File: src/hw/rtl/dsa_pkg.sv
`timescale 1ns / 1ps

package dsa_pkg;

  localparam int WORD_BITS = 32;
  localparam int FULL_BITS = 3 * WORD_BITS;
  localparam int SCALE_BITS = 8;
  localparam int MANTISSA_BITS_DEF = 96;

  // Bits of the dividend consumed per cycle by the divide-by-ten unit.
  localparam int CHUNK_BITS = 8;

  localparam logic [SCALE_BITS-1:0] SCALE_LIMIT = 8'd28;
  localparam logic [SCALE_BITS-1:0] RESTORE_MIN = 8'd3;
  localparam logic [4:0] DIGIT_BASE = 5'd10;

  localparam logic [1:0] ST_OK      = 2'd0;
  localparam logic [1:0] ST_POS_OVF = 2'd1;
  localparam logic [1:0] ST_NEG_OVF = 2'd2;

  typedef enum logic [1:0] {
    S_IDLE,
    S_DECIDE,
    S_WAIT,
    S_FINISH
  } state_t;

  typedef enum logic {
    OP_MUL,
    OP_DIV
  } op_t;

  typedef struct packed {
    logic      start;
    op_t       op;
  } unit_ctl_t;

  typedef struct packed {
    logic done;
    logic ovf;
  } unit_sts_t;

  typedef struct packed {
    logic [WORD_BITS-1:0]  a_word0;
    logic [WORD_BITS-1:0]  a_word1;
    logic [WORD_BITS-1:0]  a_word2;
    logic [SCALE_BITS-1:0] a_scale;
    logic                  a_negative;
    logic [WORD_BITS-1:0]  b_word0;
    logic [WORD_BITS-1:0]  b_word1;
    logic [WORD_BITS-1:0]  b_word2;
    logic [SCALE_BITS-1:0] b_scale;
    logic                  b_negative;
  } in_t;

  typedef struct packed {
    logic [WORD_BITS-1:0]  ra_word0;
    logic [WORD_BITS-1:0]  ra_word1;
    logic [WORD_BITS-1:0]  ra_word2;
    logic [SCALE_BITS-1:0] ra_scale;
    logic                  ra_negative;
    logic [WORD_BITS-1:0]  rb_word0;
    logic [WORD_BITS-1:0]  rb_word1;
    logic [WORD_BITS-1:0]  rb_word2;
    logic [SCALE_BITS-1:0] rb_scale;
    logic                  rb_negative;
    logic [1:0]            status;
  } out_t;

endpackage

File: src/hw/rtl/dsa_unit.sv
`timescale 1ns / 1ps

// Shared arithmetic unit: times ten registered on start, divide by ten one
// chunk of dividend bits per cycle.
module dsa_unit #(
  parameter int MANTISSA_BITS = dsa_pkg::MANTISSA_BITS_DEF
) (
  input  logic                     clk,
  input  logic                     rst,
  input  dsa_pkg::unit_ctl_t       ctl,
  input  logic [MANTISSA_BITS-1:0] operand,
  output dsa_pkg::unit_sts_t       sts,
  output logic [MANTISSA_BITS-1:0] result
);

  localparam int ChunkBits = dsa_pkg::CHUNK_BITS;
  localparam int PadBits = ((MANTISSA_BITS + ChunkBits - 1) / ChunkBits) * ChunkBits;
  localparam int Chunks = PadBits / ChunkBits;
  localparam int CntW = $clog2(Chunks + 1);

  logic [PadBits-1:0]       acc;
  logic [3:0]               rem;
  logic [3:0]               rem_next;
  logic [ChunkBits-1:0]     qbyte;
  logic [CntW-1:0]          cnt;
  logic                     busy;
  logic                     done;
  logic                     ovf;
  logic [MANTISSA_BITS+3:0] wide;
  logic [MANTISSA_BITS+3:0] prod;

  // Ten times x is eight times x plus two times x.
  assign wide = {4'b0000, operand};
  assign prod = (wide << 3) + (wide << 1);

  // Restoring division by ten over one chunk, most significant bit first.
  always_comb begin
    logic [4:0] part;
    logic [3:0] r;
    logic [ChunkBits-1:0] top;
    top = acc[PadBits-1 -: ChunkBits];
    r = rem;
    qbyte = '0;
    for (int i = 0; i < ChunkBits; i++) begin
      part = {r, top[ChunkBits-1-i]};
      if (part >= dsa_pkg::DIGIT_BASE) begin
        qbyte[ChunkBits-1-i] = 1'b1;
        part = part - dsa_pkg::DIGIT_BASE;
      end
      r = part[3:0];
    end
    rem_next = r;
  end

  always_ff @(posedge clk) begin
    if (rst) begin
      busy <= 1'b0;
      done <= 1'b0;
      cnt  <= '0;
    end else begin
      done <= 1'b0;
      if (ctl.start) begin
        if (ctl.op == dsa_pkg::OP_MUL) begin
          acc  <= PadBits'(prod[MANTISSA_BITS-1:0]);
          ovf  <= |prod[MANTISSA_BITS+3:MANTISSA_BITS];
          done <= 1'b1;
        end else begin
          acc  <= PadBits'(operand);
          rem  <= 4'd0;
          ovf  <= 1'b0;
          cnt  <= CntW'(Chunks);
          busy <= 1'b1;
        end
      end else if (busy) begin
        acc <= {acc[PadBits-ChunkBits-1:0], qbyte};
        rem <= rem_next;
        cnt <= cnt - CntW'(1);
        if (cnt == CntW'(1)) begin
          busy <= 1'b0;
          done <= 1'b1;
        end
      end
    end
  end

  assign result   = acc[MANTISSA_BITS-1:0];
  assign sts.done = done;
  assign sts.ovf  = ovf;

endmodule

File: src/hw/rtl/decimal_scale_align.sv
`timescale 1ns / 1ps

// Channel    Direction  Handshake                      Payload
// operands   in         operand_valid / operand_stall  dsa_pkg::in_t, two decimals
// result     out        result_valid / result_stall    dsa_pkg::out_t, aligned pair
//
// A request runs as a series of times-ten and divide-by-ten steps on the shared unit,
// whose divide retires 8 dividend bits per cycle; an unrecovered overflow goes
// straight to the result without a further decide pass.
// Reset is synchronous and active high; it clears the sequencer and the result valid.
// operand_stall is high from acceptance until the result is moved into the output
// register; a stalled result waits there while the next request is taken.
module decimal_scale_align #(
  parameter int MANTISSA_BITS = dsa_pkg::MANTISSA_BITS_DEF
) (
  input  logic          clk,
  input  logic          rst,
  input  logic          operand_valid,
  output logic          operand_stall,
  input  dsa_pkg::in_t  operands,
  output logic          result_valid,
  input  logic          result_stall,
  output dsa_pkg::out_t result
);

  localparam int SB = dsa_pkg::SCALE_BITS;
  localparam int WB = dsa_pkg::WORD_BITS;
  localparam int FB = dsa_pkg::FULL_BITS;

  dsa_pkg::state_t state, state_next;

  // Working copies of both operands.
  logic [MANTISSA_BITS-1:0] a_man, a_man_next, b_man, b_man_next;
  logic [SB-1:0]            a_sc, a_sc_next, b_sc, b_sc_next;
  logic                     a_neg, a_neg_next, b_neg, b_neg_next;
  logic [1:0]               err, err_next;

  // Set once an overflow has been undone; from then on only the larger
  // scale is divided down until the scales meet.
  logic fix, fix_next;

  // Operand and operation of the step in flight.
  logic        sel_b, sel_b_next;
  dsa_pkg::op_t op, op_next;

  logic                 result_valid_next;
  dsa_pkg::out_t        result_next;
  logic                 load_result;

  dsa_pkg::unit_ctl_t       ctl;
  dsa_pkg::unit_sts_t       sts;
  logic [MANTISSA_BITS-1:0] unit_in;
  logic [MANTISSA_BITS-1:0] unit_out;

  logic [FB-1:0] a_full_in, b_full_in, a_ext, b_ext;
  logic [SB-1:0] sel_sc, other_sc, sel_sc_up;
  logic          sel_neg;

  dsa_unit #(
    .MANTISSA_BITS(MANTISSA_BITS)
  ) u_unit (
    .clk    (clk),
    .rst    (rst),
    .ctl    (ctl),
    .operand(unit_in),
    .sts    (sts),
    .result (unit_out)
  );

  // Input bits at and above the mantissa width are dropped.
  assign a_full_in = {operands.a_word2, operands.a_word1, operands.a_word0};
  assign b_full_in = {operands.b_word2, operands.b_word1, operands.b_word0};
  assign a_ext     = FB'(a_man);
  assign b_ext     = FB'(b_man);

  assign sel_sc    = sel_b ? b_sc : a_sc;
  assign other_sc  = sel_b ? a_sc : b_sc;
  assign sel_neg   = sel_b ? b_neg : a_neg;
  assign sel_sc_up = SB'(sel_sc + SB'(1));

  assign unit_in       = sel_b_next ? b_man : a_man;
  assign operand_stall = (state != dsa_pkg::S_IDLE);
  assign load_result   = (state == dsa_pkg::S_FINISH) && (!result_valid || !result_stall);

  always_comb begin
    result_next.ra_word0    = a_ext[WB-1:0];
    result_next.ra_word1    = a_ext[2*WB-1:WB];
    result_next.ra_word2    = a_ext[3*WB-1:2*WB];
    result_next.ra_scale    = a_sc;
    result_next.ra_negative = a_neg;
    result_next.rb_word0    = b_ext[WB-1:0];
    result_next.rb_word1    = b_ext[2*WB-1:WB];
    result_next.rb_word2    = b_ext[3*WB-1:2*WB];
    result_next.rb_scale    = b_sc;
    result_next.rb_negative = b_neg;
    result_next.status      = err;
  end

  always_ff @(posedge clk) begin
    if (rst) begin
      state        <= dsa_pkg::S_IDLE;
      result_valid <= 1'b0;
    end else begin
      state        <= state_next;
      result_valid <= result_valid_next;
    end
  end

  always_ff @(posedge clk) begin
    a_man <= a_man_next;
    b_man <= b_man_next;
    a_sc  <= a_sc_next;
    b_sc  <= b_sc_next;
    a_neg <= a_neg_next;
    b_neg <= b_neg_next;
    err   <= err_next;
    fix   <= fix_next;
    sel_b <= sel_b_next;
    op    <= op_next;
    if (load_result) begin
      result <= result_next;
    end
  end

  // Sequencer: pick a step, run it on the shared unit, commit, repeat.
  always_comb begin
    state_next = state;
    a_man_next = a_man;
    b_man_next = b_man;
    a_sc_next  = a_sc;
    b_sc_next  = b_sc;
    a_neg_next = a_neg;
    b_neg_next = b_neg;
    err_next   = err;
    fix_next   = fix;
    sel_b_next = sel_b;
    op_next    = op;
    ctl.start  = 1'b0;
    ctl.op     = op;
    result_valid_next = result_valid && result_stall;

    case (state)
      dsa_pkg::S_IDLE: begin
        if (operand_valid) begin
          a_man_next = a_full_in[MANTISSA_BITS-1:0];
          b_man_next = b_full_in[MANTISSA_BITS-1:0];
          a_sc_next  = operands.a_scale;
          b_sc_next  = operands.b_scale;
          a_neg_next = operands.a_negative;
          b_neg_next = operands.b_negative;
          err_next   = dsa_pkg::ST_OK;
          fix_next   = 1'b0;
          state_next = dsa_pkg::S_DECIDE;
        end
      end

      dsa_pkg::S_DECIDE: begin
        if (a_sc == b_sc) begin
          state_next = dsa_pkg::S_FINISH;
        end else if (fix) begin
          sel_b_next = (a_sc < b_sc);
          op_next    = dsa_pkg::OP_DIV;
          state_next = dsa_pkg::S_WAIT;
        end else if ((a_sc > b_sc) && (b_sc < dsa_pkg::SCALE_LIMIT)) begin
          sel_b_next = 1'b1;
          op_next    = dsa_pkg::OP_MUL;
          state_next = dsa_pkg::S_WAIT;
        end else if ((a_sc < b_sc) && (a_sc < dsa_pkg::SCALE_LIMIT)) begin
          sel_b_next = 1'b0;
          op_next    = dsa_pkg::OP_MUL;
          state_next = dsa_pkg::S_WAIT;
        end else if (b_sc > dsa_pkg::SCALE_LIMIT) begin
          sel_b_next = 1'b1;
          op_next    = dsa_pkg::OP_DIV;
          state_next = dsa_pkg::S_WAIT;
        end else if (a_sc > dsa_pkg::SCALE_LIMIT) begin
          sel_b_next = 1'b0;
          op_next    = dsa_pkg::OP_DIV;
          state_next = dsa_pkg::S_WAIT;
        end else begin
          state_next = dsa_pkg::S_FINISH;
        end
        ctl.start = (state_next == dsa_pkg::S_WAIT);
        ctl.op    = op_next;
      end

      dsa_pkg::S_WAIT: begin
        if (sts.done) begin
          state_next = dsa_pkg::S_DECIDE;
          if (op == dsa_pkg::OP_MUL && sts.ovf &&
              sel_sc_up > dsa_pkg::RESTORE_MIN && other_sc > dsa_pkg::RESTORE_MIN) begin
            // Overflow with both scales still large: the failing step is
            // dropped and the larger scale is divided down instead.
            fix_next = 1'b1;
          end else begin
            if (sel_b) begin
              b_man_next = unit_out;
              b_sc_next  = (op == dsa_pkg::OP_MUL) ? sel_sc_up : SB'(b_sc - SB'(1));
            end else begin
              a_man_next = unit_out;
              a_sc_next  = (op == dsa_pkg::OP_MUL) ? sel_sc_up : SB'(a_sc - SB'(1));
            end
            if (op == dsa_pkg::OP_MUL && sts.ovf) begin
              err_next   = sel_neg ? dsa_pkg::ST_NEG_OVF : dsa_pkg::ST_POS_OVF;
              state_next = dsa_pkg::S_FINISH;
            end
          end
        end
      end

      dsa_pkg::S_FINISH: begin
        if (load_result) begin
          result_valid_next = 1'b1;
          state_next        = dsa_pkg::S_IDLE;
        end
      end

      default: begin
        state_next = dsa_pkg::S_IDLE;
      end
    endcase
  end

  // A clean result always has matching scales.
  a_ok_scales_match: assert property (@(posedge clk) disable iff (rst)
    result_valid && (result.status == dsa_pkg::ST_OK) |-> result.ra_scale == result.rb_scale)
    else $error("status ok with unequal scales");

  // An overflow is only reported when one scale is too small to restore.
  a_ovf_small_scale: assert property (@(posedge clk) disable iff (rst)
    result_valid && (result.status != dsa_pkg::ST_OK) |->
      (result.ra_scale <= dsa_pkg::RESTORE_MIN) || (result.rb_scale <= dsa_pkg::RESTORE_MIN))
    else $error("overflow reported although both scales allow restore");

  // The shared unit finishes only while the sequencer waits for it.
  a_done_in_wait: assert property (@(posedge clk) disable iff (rst)
    sts.done |-> state == dsa_pkg::S_WAIT)
    else $error("arithmetic unit finished outside a wait");

  // The status code is never the unused value.
  a_status_range: assert property (@(posedge clk) disable iff (rst)
    result_valid |-> result.status != 2'd3)
    else $error("undefined status code");

endmodule

File: config.mk
export PLATFORM = sky130hd
export DESIGN_NAME = decimal_scale_align
export DESIGN_NICKNAME = d
export VERILOG_FILES = /design/src/hw/rtl/dsa_pkg.sv /design/src/hw/rtl/dsa_unit.sv /design/src/hw/rtl/decimal_scale_align.sv
export SDC_FILE = /design/constraint.sdc
export NUM_CORES = 1
export LEC_CHECK = 0
export BUFFER_PORTS_ARGS = -buffer_cell sky130_fd_sc_hd__buf_2
export CAP_MARGIN = 20
export CORE_MARGIN = 2
export CORE_UTILIZATION = 30
export DETAILED_ROUTE_END_ITERATION = 7
export PLACE_DENSITY = 0.46
export SLEW_MARGIN = 20
export SYNTH_ARGS = -nofsm -noshare
export SYNTH_HDL_FRONTEND = slang
export SYNTH_SLANG_ARGS = --single-unit
File: constraint.sdc
create_clock -name clk -period 16.9 [get_ports clk]
set_input_delay 0 -clock clk [delete_from_list [all_inputs] [get_ports clk]]
set_output_delay 0 -clock clk [all_outputs]
set_load 0.02 [all_outputs]
==> results of run 1 <==
-- worst max-delay path: cells and delay by family (launching register included) --
kind,cells,cell delay [ps]
AO/OA/AOI/OAI,19,5100
AND/OR/NAND/NOR,5,890
buffers and inverters,3,770
adder cells (fa/ha/maj),2,540
flip-flops,1,430
multiplexers,1,420
XOR/XNOR,1,170
-- worst max path at each step --
stage / start / to / slack (ps) / depth (start not counted)
2_1_floorplan: state[1] / result[0] / 5140 / 3
3_3_place_gp: b_sc[1] / u_unit.result[80] / 8420 / 31
3_5_place_dp: b_sc[1] / u_unit.result[80] / 8280 / 31
4_1_cts: b_sc[1] / u_unit.result[80] / 8260 / 31
5_1_grt: b_sc[1] / u_unit.result[80] / 7530 / 31
6_report: b_sc[1] / u_unit.result[80] / 8270 / 31
-- flip-flops by register name, indices dropped and copies added, names as in the netlist --
register,cells
b_sc,8
a_ext,96
u_unit.cnt,4
fix,1
b_ext,96
u_unit.rem,4
op,1
b_neg,1
a_sc,8
state,2
u_unit.result,96
result_valid,1
u_unit.ovf,1
err,2
u_unit.done,1
u_unit.busy,1
result,212
sel_b,1
a_neg,1
-- synthesized netlist by cell type, types with 16 or more instances --
cell type	instances	area share, %
a211oi_1	20	0.52
a21o_1	107	2.8
a21oi_1	184	3.2
a22oi_1	16	0.41
a31oi_1	49	1.1
clkbuf_1	128	1.7
edfxtp_1	527	55
ha_1	117	5.1
inv_1	67	0.87
mux2_2	98	3.8
mux2i_1	19	0.66
nand2_1	675	8.7
nand2b_1	23	0.50
nand3_1	42	0.73
nand4_1	26	0.56
nor2_1	165	2.1
nor2b_1	17	0.37
nor3_1	25	0.43
o21ai_0	122	2.1
o21bai_1	26	0.67
xnor2_1	66	2.0
xor2_1	41	1.2
-- layer usage --
metal,global-route usage [%],vias to the layer above
met2,29.7,621
met1,23.4,11300
met3,2.51,118
met5,0,-
li1,-,11100
met4,5.01,0
-- through the flow --
stage	power, W	instance area (um^2)	setup slack (ps)
after floorplan	0.00427	29000	5140
after global placement	0.00500	32400	8420
after detailed placement	0.00502	32400	8280
after CTS	0.00646	36600	8260
after global routing	0.00687	36600	7530
final	0.00642	36600	8270
-- kinds of logic (layout without fill, tap and decap cells) --
| logic type | Yosys count | after routing | synth area share (%) |
|---|---|---|---|
| simple gates | 1035 | 1035 | 15.0 |
| compound gates | 632 | 632 | 14.0 |
| flops | 537 | 537 | 55.3 |
| buf+inv | 209 | 846 | 2.73 |
| mux | 119 | 119 | 4.56 |
| fa+ha+maj | 118 | 118 | 5.12 |
| xor+xnor | 107 | 107 | 3.23 |
-- layout make-up --
type / count / share of cell area, %
clock buffers: 74 / 4.36
clock inverters: 41 / 1.20
inverters: 68 / 0.704
multi-input cells: 2011 / 33.4
flip-flops and latches: 537 / 43.8
well taps: 1265 / 4.32
repair buffers: 663 / 12.2
-- power breakdown --
group          total, W  switching, W  internal [W]
sequential      0.00180     0.0000968       0.00170
clock           0.00136      0.000564      0.000796
combinational   0.00326       0.00194       0.00132
total           0.00642       0.00260       0.00382
==> reports/qor.yml, run 1 <==
routing:
  vias_per_cell: 4.97
  drc: 0
  first_pass_iters: 5
  drtIter0Drc: 1519
  wl_per_cell_um: 19.4
  routed_wl_um: 90500
  vias: 23200
  dr_wl_met2_um: 43600
  drt-met1-wl_um: 40700
  met3_length_um: 4050
  dr.max_layer_used: "met4"
  route.antenna.remaining_nets: 0
status:
  outcome: "completed"
die:
  dieArea_um2: 99100
  die_h_um: 315
  die_w_um: 315
  core_area_um2: 95300
  initial_core_util_pct: 30.4
  num_rows: 113
  pin_count: 428
critical_path:
  crit_path_end_kind: "flip-flop"
  reg2reg_depth: 31
  cpMostUsedCell: "o21a_1"
  r2r_start: "b_sc[1]"
  crit_path_start_kind: "flip-flop"
  r2r-end: "u_unit.result[80]"
  crit_type: "reg2reg"
  rrSetupSlack_ps: 8270
  cp_max_fo: 48
  slowest_delay_ps: 600
  required_ps: 17270
  slowest_stage: "a21o_4"
  crit_arrival_ps: 9000
sta:
  grt_setup_unrepaired: "no"
  finalHoldViolCount: 0
  whs_ps: 90.7
  skew_ps: 23.0
  setup_violations: 0
  post-route-period-util_pct: 51.1
  fin_setup_tns_ps: 0
  slew_violations: 0
  relSlewSlack_pct: 25.5
  period_minus_slack_ps: 8630
  clock.fmax_ghz: 0.116
  worst_slew_pin_slew_ps: 1090
synthesis:
  seq_area_frac_synth_pct: 55.3
  netlist_area_um2: 29000
  ys_types: 85
  ys_async_sr_fraction_pct: 0
  synth_nets: 3089
  synth_edf_count: 527
  synth_flop_cell: "edfxtp_1"
  yosysWarnings: 0
  ys_seq_elements: 537
  synthCells: 2757
  synth_area_per_cell_um2: 10.5
finish:
  regArea_um2: 16000
  drive_gt1_share_pct: 19.9
  mostFrequentLayoutCell: "nand2_1"
  multi_input_comb_area_um2: 12200
  syn2layout_area_growth_pct: 26.3
  post-route-util_pct: 38.4
  final_cell_count_no_fill: 4659
  final_cell_mix: "675 x nand2_1, 527 x edfxtp_1, 427 x buf_2, 215 x dlygate4sd3_1, 182 x a21oi_1"
  nNetsFinal: 3674
  antenna_cells: 0
  nFillCells: 9458
power_and_ir_drop:
  p_leak_nw: 15.1
  power_density_nw_per_um2: 175
  peakVddDrop_mv: 0.126
clock_network:
  cts_hold_buf: 215
  cts_tree: "yes"
  cts_sinks: 537
  clk_path_buf_depth: 3
  clk_latency_ps: 650
  root_buffer: "clkbuf_16"
  htree_levels: 2
  numCtsBuffers: 61
  clkTransAtPathRegs_ps: 60
  post_cts_buffers: 0
  ctsResizeCount: 0
global_route:
  grt_pass1_wl_um: 136000
  grtUsageTotal_pct: 17.6
  grt_max_degree: 144
  grt-ovfl-total: 0
  grt_pass1_vias: 23600
  antenna_found_initial: 1
min_path:
  min_to: "a_neg"
  hold_depth: 2
  hold_path.class: "in2reg"
  holdCritStartpoint: "operands[105]"
place:
  place_congestion: 0.867
  portBuffers: 427
  dp_cells: 4329
  hpwl_um: 65500
flow_run:
  max_cap_violations: 0
Power figures use the tool's default switching activity.
==> inputs of run 2 (changes only) <==
--- a/config.mk
+++ b/config.mk
@@ -10,7 +10,7 @@
 export CORE_MARGIN = 2
 export CORE_UTILIZATION = 30
 export DETAILED_ROUTE_END_ITERATION = 7
-export PLACE_DENSITY = 0.46
+export PLACE_DENSITY = 0.48
 export SLEW_MARGIN = 20
 export SYNTH_ARGS = -nofsm -noshare
 export SYNTH_HDL_FRONTEND = slang
==> constraint.sdc (replaced) <==
create_clock -name clk -period 7 [get_ports clk]
set_input_delay 0 -clock clk [delete_from_list [all_inputs] [get_ports clk]]
set_output_delay 0 -clock clk [all_outputs]
set_load 0.02 [all_outputs]
==> reports/qor.yml, run 2 (synthesized netlist as in run 1, its figures left out) <==
routing:
  wl_per_cell_um: 19.1
  vias: 24000
  vias_per_cell: 4.84
  first_pass_iters: 6
  drtIter0Drc: 1577
  route.antenna.remaining_nets: 0
  routed_wl_um: 94900
  drc: 0
die:
  core_area_um2: 95300
  num_rows: 113
  die_w_um: 315
  die_h_um: 315
  initial_core_util_pct: 30.4
  dieArea_um2: 99100
  pin_count: 428
finish:
  mostFrequentLayoutCell: "nand2_1"
  nFillCells: 9358
  largest_reg_flops: 212
  antenna_cells: 0
  post-route-util_pct: 41.6
  final_cell_mix: "674 x nand2_1, 527 x edfxtp_1, 427 x buf_2, 324 x buf_4, 215 x dlygate4sd3_1"
  syn2layout_area_growth_pct: 36.8
  drive_gt1_share_pct: 29.0
  nNetsFinal: 3986
  top_register: "result"
  fin_area_um2: 39600
power_and_ir_drop:
  peakVddDrop_mv: 0.334
  p_clk_share_pct: 17.7
  seqPwrFrac_pct: 24.3
  power_density_nw_per_um2: 449
  p_int_w: 0.0108
  p_sw_share_pct: 39.3
  power.total_w: 0.0178
  p_leak_nw: 16.7
  pwr-share-comb_pct: 58.0
  power_switching_w: 0.00700
critical_path:
  slowest_stage: "edfxtp_1"
  cpMostUsedCell: "o21a_1"
  cp_max_fo: 6
  crit_path_end_kind: "flip-flop"
  crit_path_start_kind: "flip-flop"
  required_ps: 7410
  crit_type: "reg2reg"
  crit_arrival_ps: 7140
  slowest_delay_ps: 400
place:
  pre_cts_slack_ps: -281
  placed_cell_area_um2: 34700
  hpwl_um: 68400
  portBuffers: 427
  place_congestion: 0.834
sta:
  relSlewSlack_pct: 27.0
  finalHoldViolCount: 0
  setup_ws_ps: 273
  fin_setup_tns_ps: 0
  skew_ps: 35.3
  setup_violations: 0
  worst_slew_pin_slew_ps: 1080
  post-route-period-util_pct: 96.1
  grt_setup_unrepaired: "yes"
  clock.fmax_ghz: 0.149
  period_minus_slack_ps: 6730
  slew_violations: 0
global_route:
  grt-ovfl-total: 0
  grtUsageTotal_pct: 18.3
  antenna_found_initial: 1
  grt_pass1_vias: 24400
  grt_pass1_wl_um: 141000
  grt_max_degree: 85
clock_network:
  htree_levels: 2
  cts_tree: "yes"
  numCtsBuffers: 61
  clk_latency_ps: 660
  cts_sinks: 537
  root_buffer: "clkbuf_16"
  clk_path_buf_depth: 3
  clkTransAtPathRegs_ps: 60
status:
  outcome: "completed"
flow_run:
  max_cap_violations: 0
min_path:
  hold_path.class: "in2reg"
## run 2: cell types whose count changed in the layout (fill, tap and decap cells not counted), moves of 5 or more
| cell | delta |
|---|---|
| ha_1 | -20 |
| a21oi_1 | -12 |
| mux2_4 | +6 |
| ha_2 | +7 |
| mux2_2 | -6 |
| o21ai_0 | -12 |
| a211oi_1 | -5 |
| a21oi_2 | +12 |
| buf_4 | +304 |
| ha_4 | +13 |
| o21ai_1 | +6 |
## run 2: path summary, 6_finish.rpt
kind                             startpoint         end  slack [ps]  depth (start not counted)
worst max-delay path                b_sc[1]  u_unit.ovf         270                         33
worst min-delay path            operands[0]       b_neg          80                          2
worst max register to register      b_sc[1]  u_unit.ovf         270                         33
worst min register to register    b_ext[67]  result[14]         420                          0
## run 2: critical path: cells and delay by family (launching register included)
kind                       cells  cell delay (ps)
muxes                          1              400
DFF                            1              400
adders and majority gates      2              480
AOI/OAI and AO/OA             22             4210
buffers and inverters          5              640
and+or+nand+nor                3              340
## run 2: power by group through the flow
stage	logic (W)	registers [W]	clock network, W
floorplan	0.00600	0.00437	0
global placement	0.00947	0.00439	0
detailed placement	0.00943	0.00438	0
CTS	0.00966	0.00432	0.00323
global route	0.0113	0.00435	0.00335
finish	0.0103	0.00432	0.00315
## run 2: area by class of cell
cell class	instances	area (um^2)	area share [%]
inverters	68	258	0.650
clock inverters	43	367	0.925
repair buffers	973	6870	17.3
well taps	1265	1580	3.99
flip-flops and latches	537	16000	40.4
multi-input cells	2013	12900	32.6
clock buffers	73	1590	4.02
## run 2: repair_timing
action	4_1_cts	5_1_grt
endpoints found under the setup margin	16	33
pin swaps	2	56
hold endpoints to repair	282	0
cloned	1	3
resized for setup	16	106
setup buffers	3	15
hold buffers	215	0
## run 2: per-stage QoR
step / hold slack (ps) / instances
floorplan: 98.9 / 2757
global placement: 198 / 4621
detailed placement: 180 / 4621
CTS: 27.6 / 4956
global route: 47.1 / 4972
finish: 76.3 / 4972
## run 2: layer usage
layer	share of wire, %	vias to the layer above	routed length, um	GRT usage [%]
met5	0.013	-	12	0
met4	2.1	2	2020	4.64
met3	4.3	120	4060	2.43
met2	47	564	44600	30.5
met1	47	11600	44200	25.0
li1	-	11800	-	-
